### config.mk
export PLATFORM = sky130hd
export DESIGN_NAME = iso_date_text_to_day_number
export DESIGN_NICKNAME = d
export VERILOG_FILES = /design/src/hw/rtl/isodate_pkg.sv /design/src/hw/rtl/iso_date_text_to_day_number.sv /design/src/hw/rtl/isodate_front.sv /design/src/hw/rtl/isodate_fifo.sv /design/src/hw/rtl/isodate_back.sv
export SDC_FILE = /design/constraint.sdc
export NUM_CORES = 2
export LEC_CHECK = 0
export BUFFER_PORTS_ARGS = -buffer_cell sky130_fd_sc_hd__buf_2
export CORE_AREA = 4 4 330 332
export CTS_CLUSTER_DIAMETER = 200
export DETAILED_ROUTE_END_ITERATION = 16
export DIE_AREA = 0 0 334 336
export SYNTH_ARGS = -nofsm -noshare
export SYNTH_HDL_FRONTEND = slang
export SYNTH_SLANG_ARGS = --single-unit
### constraint.sdc
create_clock -name clk -period 19.2 [get_ports clk]
set_input_delay 0 -clock clk [delete_from_list [all_inputs] [get_ports clk]]
set_output_delay 0 -clock clk [all_outputs]
set_load 0.005 [all_outputs]
### src/hw/rtl/isodate_pkg.sv
// Shared constants, the parsed-field record type and its width for the ISO date block.
package isodate_pkg;

    // Default configuration values handed down from the top level.
    localparam int MAX_YEAR_DIGITS_DEF = 7;
    localparam int QUEUE_DEPTH_DEF     = 4;

    // Field widths fixed by the result format.
    localparam int YEAR_W  = 24;
    localparam int MONTH_W = 7;
    localparam int DAY_W   = 7;
    localparam int USED_W  = 4;
    localparam int MOD25_W = 5;

    // Year magnitude limits; the accumulator saturates one past the upper limit.
    localparam logic [YEAR_W-1:0] YEAR_MIN_MAG = 24'd5877641;
    localparam logic [YEAR_W-1:0] YEAR_MAX_MAG = 24'd5879610;
    localparam logic [YEAR_W-1:0] YEAR_SAT     = 24'd5879611;

    // One parsed field, handed from the parser to the day-count pipeline.
    typedef struct packed {
        logic                syntax_ok;
        logic                year_neg;
        logic [YEAR_W-1:0]   year_mag;
        logic [MOD25_W-1:0]  year_mod25;
        logic [MONTH_W-1:0]  month;
        logic [DAY_W-1:0]    day;
        logic [USED_W-1:0]   used;
    } isodate_rec_t;

    localparam int REC_W = $bits(isodate_rec_t);

endpackage

### src/hw/rtl/iso_date_text_to_day_number.sv
// ISO date text parser: takes one text byte per word at up to one word per cycle and, on the
// word marked last, gives one result word with the day count from 1970-01-01, a valid flag and
// the number of bytes the date used. The byte parser updates only small accumulators, so it
// takes a byte in every cycle that char_stall is low; each field then passes through a
// QUEUE_DEPTH-entry queue and a four-stage day-count pipeline, and while the output side is
// not stalled, results can follow one another every cycle. char_stall rises only when the
// queue is full, which happens only while result_stall holds the pipeline.
module iso_date_text_to_day_number #(
    parameter int MAX_YEAR_DIGITS = isodate_pkg::MAX_YEAR_DIGITS_DEF,
    parameter int QUEUE_DEPTH     = isodate_pkg::QUEUE_DEPTH_DEF
) (
    input  logic               clk,
    input  logic               rst_n,
    input  logic               char_valid,
    output logic               char_stall,
    input  logic [7:0]         char_code,
    input  logic               last_char,
    output logic               result_valid,
    input  logic               result_stall,
    output logic signed [31:0] day_number,
    output logic               date_valid,
    output logic [3:0]         chars_used
);
    import isodate_pkg::*;

    logic         char_accept;
    logic         rec_push;
    isodate_rec_t rec_in;
    isodate_rec_t rec_out;
    logic         rec_pop;
    logic         queue_full;
    logic         queue_empty;

    assign char_stall  = queue_full;
    assign char_accept = char_valid && !queue_full;

    // Byte parser.
    isodate_front #(
        .MAX_YEAR_DIGITS (MAX_YEAR_DIGITS)
    ) u_front (
        .clk         (clk),
        .rst_n       (rst_n),
        .char_code   (char_code),
        .last_char   (last_char),
        .char_accept (char_accept),
        .rec_push    (rec_push),
        .rec_data    (rec_in)
    );

    // Field queue.
    isodate_fifo #(
        .WIDTH (REC_W),
        .DEPTH (QUEUE_DEPTH)
    ) u_fifo (
        .clk       (clk),
        .rst_n     (rst_n),
        .push      (rec_push),
        .push_data (rec_in),
        .pop       (rec_pop),
        .pop_data  (rec_out),
        .full      (queue_full),
        .empty     (queue_empty)
    );

    // Day-count pipeline.
    isodate_back u_back (
        .clk          (clk),
        .rst_n        (rst_n),
        .rec_valid    (!queue_empty),
        .rec_data     (rec_out),
        .rec_pop      (rec_pop),
        .result_valid (result_valid),
        .result_stall (result_stall),
        .day_number   (day_number),
        .date_valid   (date_valid),
        .chars_used   (chars_used)
    );

endmodule

### src/hw/rtl/isodate_front.sv
// Byte-serial date parser: walks the text one byte per word and queues a record per field.
module isodate_front #(
    parameter int MAX_YEAR_DIGITS = isodate_pkg::MAX_YEAR_DIGITS_DEF
) (
    input  logic                       clk,
    input  logic                       rst_n,
    input  logic [7:0]                 char_code,
    input  logic                       last_char,
    input  logic                       char_accept,
    output logic                       rec_push,
    output isodate_pkg::isodate_rec_t  rec_data
);
    import isodate_pkg::*;

    localparam int DIG_W = $clog2(MAX_YEAR_DIGITS + 1);

    // Parse phase codes.
    localparam logic [2:0] PH_START = 3'd0;
    localparam logic [2:0] PH_YEAR  = 3'd1;
    localparam logic [2:0] PH_MON1  = 3'd2;
    localparam logic [2:0] PH_MON2  = 3'd3;
    localparam logic [2:0] PH_DASH2 = 3'd4;
    localparam logic [2:0] PH_DAY1  = 3'd5;
    localparam logic [2:0] PH_DAY2  = 3'd6;
    localparam logic [2:0] PH_DONE  = 3'd7;

    localparam logic [7:0] CHAR_ZERO = 8'h30;
    localparam logic [7:0] CHAR_NINE = 8'h39;
    localparam logic [7:0] CHAR_DASH = 8'h2d;

    logic [2:0]         phase_reg, phase_next;
    logic               failed_reg, failed_next;
    logic               neg_reg, neg_next;
    logic [YEAR_W-1:0]  year_reg, year_next;
    logic [MOD25_W-1:0] mod25_reg, mod25_next;
    logic [DIG_W-1:0]   digits_reg, digits_next;
    logic [MONTH_W-1:0] month_reg, month_next;
    logic [DAY_W-1:0]   day_reg, day_next;
    logic [USED_W-1:0]  used_reg, used_next;

    logic               is_dig;
    logic               is_dash;
    logic [3:0]         dg;
    logic [YEAR_W+3:0]  year_mul;
    logic [USED_W-1:0]  used_inc;

    // Next residue of the year modulo 25 after appending one digit.
    function automatic logic [MOD25_W-1:0] mod25_step(input logic [MOD25_W-1:0] r,
                                                      input logic [3:0] d);
        logic [7:0]  t;
        logic [13:0] q;
        logic [7:0]  rem;
        t   = 8'(r * 4'd10) + 8'(d);
        q   = (14'(t) * 14'd41) >> 10;
        rem = t - 8'(q * 14'd25);
        return rem[MOD25_W-1:0];
    endfunction

    // Byte classification.
    assign is_dig   = (char_code >= CHAR_ZERO) && (char_code <= CHAR_NINE);
    assign is_dash  = (char_code == CHAR_DASH);
    assign dg       = char_code[3:0];
    assign year_mul = (YEAR_W+4)'(year_reg) * (YEAR_W+4)'(10) + (YEAR_W+4)'(dg);
    assign used_inc = (used_reg == {USED_W{1'b1}}) ? used_reg : used_reg + 1'b1;

    // Parser state update for one byte.
    always_comb
    begin
        phase_next  = phase_reg;
        failed_next = failed_reg;
        neg_next    = neg_reg;
        year_next   = year_reg;
        mod25_next  = mod25_reg;
        digits_next = digits_reg;
        month_next  = month_reg;
        day_next    = day_reg;
        used_next   = used_reg;
        if (!failed_reg)
        begin
            case (phase_reg)
                PH_START:
                begin
                    if (is_dash)
                    begin
                        neg_next   = 1'b1;
                        phase_next = PH_YEAR;
                        used_next  = used_inc;
                    end
                    else if (is_dig)
                    begin
                        year_next   = YEAR_W'(dg);
                        mod25_next  = MOD25_W'(dg);
                        digits_next = DIG_W'(1);
                        phase_next  = PH_YEAR;
                        used_next   = used_inc;
                    end
                    else
                    begin
                        failed_next = 1'b1;
                    end
                end
                PH_YEAR:
                begin
                    if (is_dig && (digits_reg < DIG_W'(MAX_YEAR_DIGITS)))
                    begin
                        year_next   = (year_mul > (YEAR_W+4)'(YEAR_SAT)) ?
                                      YEAR_SAT : year_mul[YEAR_W-1:0];
                        mod25_next  = mod25_step(mod25_reg, dg);
                        digits_next = digits_reg + 1'b1;
                        used_next   = used_inc;
                    end
                    else if (is_dash && (digits_reg != '0))
                    begin
                        phase_next = PH_MON1;
                        used_next  = used_inc;
                    end
                    else
                    begin
                        failed_next = 1'b1;
                    end
                end
                PH_MON1:
                begin
                    if (is_dig)
                    begin
                        month_next = MONTH_W'(dg);
                        phase_next = PH_MON2;
                        used_next  = used_inc;
                    end
                    else
                    begin
                        failed_next = 1'b1;
                    end
                end
                PH_MON2:
                begin
                    if (is_dig)
                    begin
                        month_next = MONTH_W'(month_reg * 4'd10) + MONTH_W'(dg);
                        phase_next = PH_DASH2;
                        used_next  = used_inc;
                    end
                    else
                    begin
                        failed_next = 1'b1;
                    end
                end
                PH_DASH2:
                begin
                    if (is_dash)
                    begin
                        phase_next = PH_DAY1;
                        used_next  = used_inc;
                    end
                    else
                    begin
                        failed_next = 1'b1;
                    end
                end
                PH_DAY1:
                begin
                    if (is_dig)
                    begin
                        day_next   = DAY_W'(dg);
                        phase_next = PH_DAY2;
                        used_next  = used_inc;
                    end
                    else
                    begin
                        failed_next = 1'b1;
                    end
                end
                PH_DAY2:
                begin
                    if (is_dig)
                    begin
                        day_next   = DAY_W'(day_reg * 4'd10) + DAY_W'(dg);
                        phase_next = PH_DONE;
                        used_next  = used_inc;
                    end
                    else
                    begin
                        failed_next = 1'b1;
                    end
                end
                default:
                begin
                    // Trailing bytes after the day are left to the caller.
                end
            endcase
        end
    end

    // The record of a field is taken from the state after its final byte.
    always_comb
    begin
        rec_push            = char_accept && last_char;
        rec_data.syntax_ok  = !failed_next && (phase_next == PH_DONE);
        rec_data.year_neg   = neg_next;
        rec_data.year_mag   = year_next;
        rec_data.year_mod25 = mod25_next;
        rec_data.month      = month_next;
        rec_data.day        = day_next;
        rec_data.used       = used_next;
    end

    // Parser registers; the final byte of a field returns them to the start.
    always_ff @(posedge clk or negedge rst_n)
    begin
        if (!rst_n)
        begin
            phase_reg  <= PH_START;
            failed_reg <= 1'b0;
            neg_reg    <= 1'b0;
            year_reg   <= '0;
            mod25_reg  <= '0;
            digits_reg <= '0;
            month_reg  <= '0;
            day_reg    <= '0;
            used_reg   <= '0;
        end
        else if (char_accept)
        begin
            if (last_char)
            begin
                phase_reg  <= PH_START;
                failed_reg <= 1'b0;
                neg_reg    <= 1'b0;
                year_reg   <= '0;
                mod25_reg  <= '0;
                digits_reg <= '0;
                month_reg  <= '0;
                day_reg    <= '0;
                used_reg   <= '0;
            end
            else
            begin
                phase_reg  <= phase_next;
                failed_reg <= failed_next;
                neg_reg    <= neg_next;
                year_reg   <= year_next;
                mod25_reg  <= mod25_next;
                digits_reg <= digits_next;
                month_reg  <= month_next;
                day_reg    <= day_next;
                used_reg   <= used_next;
            end
        end
    end

endmodule

### src/hw/rtl/isodate_fifo.sv
// Small register queue that decouples the parser from the day-count pipeline.
module isodate_fifo #(
    parameter int WIDTH = 8,
    parameter int DEPTH = 4
) (
    input  logic             clk,
    input  logic             rst_n,
    input  logic             push,
    input  logic [WIDTH-1:0] push_data,
    input  logic             pop,
    output logic [WIDTH-1:0] pop_data,
    output logic             full,
    output logic             empty
);
    localparam int PTR_W = (DEPTH > 1) ? $clog2(DEPTH) : 1;
    localparam int CNT_W = $clog2(DEPTH + 1);

    logic [WIDTH-1:0] mem_reg [DEPTH];
    logic [PTR_W-1:0] wr_ptr_reg, wr_ptr_next;
    logic [PTR_W-1:0] rd_ptr_reg, rd_ptr_next;
    logic [CNT_W-1:0] count_reg, count_next;
    logic             do_push;
    logic             do_pop;

    assign full     = (count_reg == CNT_W'(DEPTH));
    assign empty    = (count_reg == '0);
    assign do_push  = push && !full;
    assign do_pop   = pop && !empty;
    assign pop_data = mem_reg[rd_ptr_reg];

    // Pointer wrap and occupancy.
    always_comb
    begin
        wr_ptr_next = wr_ptr_reg;
        rd_ptr_next = rd_ptr_reg;
        count_next  = count_reg;
        if (do_push)
        begin
            wr_ptr_next = (wr_ptr_reg == PTR_W'(DEPTH - 1)) ? '0 : wr_ptr_reg + 1'b1;
        end
        if (do_pop)
        begin
            rd_ptr_next = (rd_ptr_reg == PTR_W'(DEPTH - 1)) ? '0 : rd_ptr_reg + 1'b1;
        end
        if (do_push && !do_pop)
        begin
            count_next = count_reg + 1'b1;
        end
        else if (do_pop && !do_push)
        begin
            count_next = count_reg - 1'b1;
        end
    end

    always_ff @(posedge clk or negedge rst_n)
    begin
        if (!rst_n)
        begin
            wr_ptr_reg <= '0;
            rd_ptr_reg <= '0;
            count_reg  <= '0;
        end
        else
        begin
            wr_ptr_reg <= wr_ptr_next;
            rd_ptr_reg <= rd_ptr_next;
            count_reg  <= count_next;
        end
    end

    // Entry storage.
    always_ff @(posedge clk)
    begin
        if (do_push)
        begin
            mem_reg[wr_ptr_reg] <= push_data;
        end
    end

endmodule

### src/hw/rtl/isodate_back.sv
// Day-count pipeline: range checks, then days from 1970-01-01 over four register stages.
module isodate_back (
    input  logic                       clk,
    input  logic                       rst_n,
    input  logic                       rec_valid,
    input  isodate_pkg::isodate_rec_t  rec_data,
    output logic                       rec_pop,
    output logic                       result_valid,
    input  logic                       result_stall,
    output logic signed [31:0]         day_number,
    output logic                       date_valid,
    output logic [3:0]                 chars_used
);
    import isodate_pkg::*;

    localparam int YS_W   = YEAR_W + 1;
    localparam int DAYS_W = 34;
    localparam int DOY_W  = 9;
    localparam int Q_W    = 22;
    localparam int PROD_W = 45;
    localparam int C_W    = 18;
    // floor(u / 25) = (u * RECIP_25) >> RECIP_SHIFT for every u below 2^22.
    localparam int                RECIP_SHIFT = 27;
    localparam logic [22:0]       RECIP_25    = 23'd5368710;
    // Offset that keeps the quarter year non-negative before the divide.
    localparam logic signed [YS_W-1:0] Q_OFFSET = 25'sd1500000;
    localparam logic signed [C_W-1:0]  C_OFFSET = 18'sd60000;
    localparam logic signed [DAYS_W-1:0] EPOCH_SHIFT = 34'sd719468;
    localparam logic signed [31:0] DAY_FAIL = 32'sh80000000;

    // Days in a month, with February following the leap flag.
    function automatic logic [4:0] month_len(input logic [MONTH_W-1:0] m, input logic leap);
        logic [4:0] len;
        case (m)
            7'd2:                              len = leap ? 5'd29 : 5'd28;
            7'd4, 7'd6, 7'd9, 7'd11:           len = 5'd30;
            7'd1, 7'd3, 7'd5, 7'd7, 7'd8,
            7'd10, 7'd12:                      len = 5'd31;
            default:                           len = 5'd0;
        endcase
        return len;
    endfunction

    // Days before the first of the month in a year that starts in March.
    function automatic logic [DOY_W-1:0] march_offset(input logic [MONTH_W-1:0] m);
        logic [DOY_W-1:0] off;
        case (m)
            7'd1:    off = 9'd306;
            7'd2:    off = 9'd337;
            7'd3:    off = 9'd0;
            7'd4:    off = 9'd31;
            7'd5:    off = 9'd61;
            7'd6:    off = 9'd92;
            7'd7:    off = 9'd122;
            7'd8:    off = 9'd153;
            7'd9:    off = 9'd184;
            7'd10:   off = 9'd214;
            7'd11:   off = 9'd245;
            7'd12:   off = 9'd275;
            default: off = 9'd0;
        endcase
        return off;
    endfunction

    logic                     adv;

    // Stage 1 registers.
    logic                     s1_vld_reg;
    logic                     s1_ok_reg, s1_ok_next;
    logic signed [YS_W-1:0]   s1_ys_reg, s1_ys_next;
    logic [DOY_W-1:0]         s1_doy_reg, s1_doy_next;
    logic [USED_W-1:0]        s1_used_reg;

    // Stage 2 registers.
    logic                     s2_vld_reg;
    logic                     s2_ok_reg;
    logic signed [YS_W-1:0]   s2_q_reg, s2_q_next;
    logic [PROD_W-1:0]        s2_prod_reg, s2_prod_next;
    logic signed [DAYS_W-1:0] s2_m365_reg, s2_m365_next;
    logic [DOY_W-1:0]         s2_doy_reg;
    logic [USED_W-1:0]        s2_used_reg;

    // Stage 3 registers.
    logic                     s3_vld_reg;
    logic                     s3_ok_reg;
    logic signed [C_W-1:0]    s3_c_reg, s3_c_next;
    logic signed [DAYS_W-1:0] s3_part_reg, s3_part_next;
    logic [USED_W-1:0]        s3_used_reg;

    // Output registers.
    logic                     out_vld_reg;
    logic signed [31:0]       out_days_reg, out_days_next;
    logic                     out_ok_reg;
    logic [USED_W-1:0]        out_used_reg;

    logic                     leap;
    logic [YEAR_W-1:0]        year_lim;
    logic [4:0]               mlen;
    logic signed [YS_W-1:0]   ys_signed;
    logic signed [YS_W-1:0]   u_wide;
    logic signed [DAYS_W-1:0] c_wide;

    // The whole pipeline moves whenever the output register is free or being taken.
    assign adv     = !out_vld_reg || !result_stall;
    assign rec_pop = adv && rec_valid;

    // Stage 1: field checks and the March-based year and day of year.
    always_comb
    begin
        leap       = (rec_data.year_mag[1:0] == 2'd0) &&
                     ((rec_data.year_mod25 != '0) || (rec_data.year_mag[3:0] == 4'd0));
        year_lim   = rec_data.year_neg ? YEAR_MIN_MAG : YEAR_MAX_MAG;
        mlen       = month_len(rec_data.month, leap);
        s1_ok_next = rec_data.syntax_ok && (rec_data.year_mag <= year_lim) &&
                     (mlen != 5'd0) && (rec_data.day != '0) &&
                     (rec_data.day <= DAY_W'(mlen));
        ys_signed  = rec_data.year_neg ? -$signed({1'b0, rec_data.year_mag})
                                       :  $signed({1'b0, rec_data.year_mag});
        s1_ys_next = (rec_data.month <= MONTH_W'(2)) ? ys_signed - YS_W'(1) : ys_signed;
        s1_doy_next = march_offset(rec_data.month) + DOY_W'(rec_data.day) - DOY_W'(1);
    end

    // Stage 2: quarter year, reciprocal product for the century count, and 365 * year.
    always_comb
    begin
        s2_q_next    = s1_ys_reg >>> 2;
        u_wide       = s2_q_next + Q_OFFSET;
        s2_prod_next = PROD_W'(u_wide[Q_W-1:0]) * PROD_W'(RECIP_25);
        s2_m365_next = DAYS_W'(s1_ys_reg) * DAYS_W'(365);
    end

    // Stage 3: century count and the sum of the year terms and the day of year with the epoch shift.
    always_comb
    begin
        s3_c_next    = $signed({1'b0, s2_prod_reg[RECIP_SHIFT +: C_W-1]}) - C_OFFSET;
        s3_part_next = s2_m365_reg + DAYS_W'(s2_q_reg) +
                       $signed({{(DAYS_W-DOY_W){1'b0}}, s2_doy_reg}) - EPOCH_SHIFT;
    end

    // Output stage: subtract the century term, add the 400-year term, keep the low 32 bits.
    always_comb
    begin
        c_wide        = DAYS_W'(s3_c_reg);
        out_days_next = 32'(s3_part_reg - c_wide + (c_wide >>> 2));
    end

    // Stage valid bits.
    always_ff @(posedge clk or negedge rst_n)
    begin
        if (!rst_n)
        begin
            s1_vld_reg  <= 1'b0;
            s2_vld_reg  <= 1'b0;
            s3_vld_reg  <= 1'b0;
            out_vld_reg <= 1'b0;
        end
        else if (adv)
        begin
            s1_vld_reg  <= rec_valid;
            s2_vld_reg  <= s1_vld_reg;
            s3_vld_reg  <= s2_vld_reg;
            out_vld_reg <= s3_vld_reg;
        end
    end

    // Stage payloads.
    always_ff @(posedge clk)
    begin
        if (adv)
        begin
            s1_ok_reg    <= s1_ok_next;
            s1_ys_reg    <= s1_ys_next;
            s1_doy_reg   <= s1_doy_next;
            s1_used_reg  <= rec_data.used;

            s2_ok_reg    <= s1_ok_reg;
            s2_q_reg     <= s2_q_next;
            s2_prod_reg  <= s2_prod_next;
            s2_m365_reg  <= s2_m365_next;
            s2_doy_reg   <= s1_doy_reg;
            s2_used_reg  <= s1_used_reg;

            s3_ok_reg    <= s2_ok_reg;
            s3_c_reg     <= s3_c_next;
            s3_part_reg  <= s3_part_next;
            s3_used_reg  <= s2_used_reg;

            out_ok_reg   <= s3_ok_reg;
            out_days_reg <= s3_ok_reg ? out_days_next : DAY_FAIL;
            out_used_reg <= s3_ok_reg ? s3_used_reg : '0;
        end
    end

    assign result_valid = out_vld_reg;
    assign day_number   = out_days_reg;
    assign date_valid   = out_ok_reg;
    assign chars_used   = out_used_reg;

endmodule

==> results.cfg <==
[run_status]
outcome = finished clean

[timing]
max_freq_mhz = 113
holdWs_ps = 86.2
min_period_over_period_pct = 45.9
clock_skew_ps = 51.9
setup-violations-final = 0
slew_headroom_pct = 20.9
rsz0062_at_grt = no
finalHoldViolCount = 0
min_period_ps = 8820
worst_pin_slew_ps = 1170
setup_tns_ps = 0
slew_violations = 0

[flow_run]
cap_violations = 0

[layout]
largest_register_ffs = 196
num-nets-final = 4793
final_cell_mix = inv_1 (632), ha_1 (619), edfxtp_1 (413), fa_1 (308), nand2_1 (185)
multiInputGateArea_um2 = 25400
drive_gt1_share_pct = 7.69
fillers = 10000
area.sequential_um2 = 14100
area_delta_synth_final_pct = 9.13
final_common_cell = inv_1
num_antenna_cells = 0

[global_routing]
overflow = 0
antenna_found_initial = 0
grt_usage_pct = 16.6
grt_first_pass_wirelength_um = 149000
grt_pass1_vias = 27500
grt_max_degree = 74

[clock_network]
clk_latency_ps = 640
cts.clk_slew.worst_paths_ps = 60
cts_made_buffers = 54
h-tree-depth = 2
clk_path_buf_depth = 3
post_cts_resized = 0
clock-root-buffer = clkbuf_16
tritoncts = built
cts.sinks = 479

[critical_path]
r2r_start = u_back.s1_ys_reg[8]
crit_arrival_ps = 9180
r2r-end = u_back.s2_prod_reg[42]
crit_fanout = 11
regToRegSetupSlack_ps = 10380
reg2reg_depth = 27
critical_path_class = reg -> reg
worstSetupEndpointType = register
start_kind = register
cp.required_ps = 19560

[worst_hold_path]
hp-start = char_code[0]
min_path_type = in -> reg
hold_depth = 4
min_to = u_front.year_reg[0]

[die]
core_area_um2 = 106000
die-area_um2 = 112000
pin_count = 52
die_w_um = 334
num_rows = 120
initial_core_util_pct = 39.6
fp.dieH_um = 336

[synthesis]
synthTopCellsByArea = edfxtp_1 (29%), ha_1 (18%), fa_1 (15%)
synth_nets = 4716
yosysSeqAreaShare_pct = 33.4
ys_seq_elements = 479
synthCells = 3776
synth_warnings = 0
synth_ff_type = edfxtp_1
synth_top_area_cell = edfxtp_1
synth_edf_count = 413
syn_area_um2 = 42100
ys_types = 103
postSynthAreaPerCell_um2 = 11.1
synthArstFlopShare_pct = 13.8
synth_top_area_share_pct = 29.5

[drt]
drc_errors = 0
drtIter0Drc = 1654
via_per_inst = 5.10
drtAntennaViolNets = 0
wl_per_cell_um = 17.4
drt-pass1-iter-count = 5
wl_um = 92400
route.vias.total = 27000

[place]
gp_congestion = 0.989
dp_hpwl_um = 73600
portBuffers = 51
## per-layer routing
layer	share of wire, %	track usage (%)	routed length [um]
met5	0	0	0
met4	2.8	4.43	2600
met3	4.3	2.40	3960
met2	48	28.9	44800
met1	44	21.7	41100
## cell usage after synthesis, types with 10 or more instances
library cell and instances:
inv_1 632, ha_1 619, edfxtp_1 413, fa_1 308
nand2_1 186, nor2_1 169, xnor2_1 169, a21oi_1 153
xor2_1 107, o21ai_0 98, a21o_1 72, dfrtp_1 66
clkbuf_1 53, nor3_1 51, mux4_2 39, nand3_1 38
nand2b_1 36, o31ai_1 34, nor2b_1 32, o211ai_1 30
or2_2 28, a31oi_1 27, a22o_1 26, a211oi_1 23
and2_1 22, o21a_1 20, and3_1 19, o21bai_1 19
nor4_1 16, or3_1 16, mux2i_1 15, nand4_1 15
a32o_1 14, mux2_2 11, nor3b_1 10, o21ai_1 10
or4_1 10
## cell type report
class                   instances  share of cell area (%)
inverters                     634                    5.18
clock buffers                  62                    3.09
multi-input cells            2594                    55.2
clock inverters                40                   0.836
repair buffers                 90                    1.23
well taps                    1403                    3.82
flip-flops and latches        479                    30.6
## worst max-delay path, stage by stage (launching register included)
cell,delay (ps)
edfxtp_1,660
ha_1,320
a21oi_1,100
o21ai_0,340
a31oi_1,180
o21ai_0,300
a21oi_1,150
xnor2_1,780
ha_1,420
fa_1,600
fa_1,440
fa_1,480
fa_1,550
inv_1,50
fa_1,530
inv_1,40
ha_1,300
o21ai_0,90
a21oi_1,200
and4_1,210
a31oi_1,150
o31ai_1,610
a21oi_1,200
a21oi_1,300
a41oi_1,180
nand2b_1,140
a21oi_1,90
xnor2_1,130
## cells by family (layout without fill, tap and decap cells)
logic type / after synthesis / after routing / synth area share, %
AOI/OAI and AO/OA: 643 / 643 / 10.6
and+or+nand+nor: 682 / 682 / 8.10
muxes: 66 / 66 / 2.77
adders and majority gates: 927 / 927 / 33.0
xor gates and xnor gates: 276 / 276 / 5.74
DFF: 479 / 479 / 33.4
buffers and inverters: 703 / 826 / 6.38
## how the worst max path moves through the flow
stage | end | from | slack, ps
floorplan | u_back.s2_prod_reg[37] | u_back.s1_ys_reg[7] | 11250
global placement | u_back.s2_prod_reg[42] | u_back.s1_ys_reg[8] | 10500
detailed placement | u_back.s2_prod_reg[42] | u_back.s1_ys_reg[7] | 10340
CTS | u_back.s2_prod_reg[42] | u_back.s1_ys_reg[8] | 10320
global route | u_back.s2_prod_reg[42] | u_back.s1_ys_reg[8] | 9740
finish | u_back.s2_prod_reg[42] | u_back.s1_ys_reg[8] | 10380
## metrics by stage
stage	setup WS, ps	cell area [um2]	instances	utilization [%]
after floorplan	11250	42100	3776	-
after global placement	10500	44100	5193	41.5
after detailed placement	10340	44100	5193	41.5
after CTS	10320	45900	5302	43.2
after global routing	9740	45900	5302	43.2
final	10380	45900	5302	43.2
## repair_timing
item | in CTS | in global routing
hold endpoints to repair | 117 | 0
setup buffers | 0 | 0
hold buffers | 7 | 0
Power is left out: the tool's default activity adds up to more than one toggle a clock period on the data nets, which glitch-free logic cannot reach.
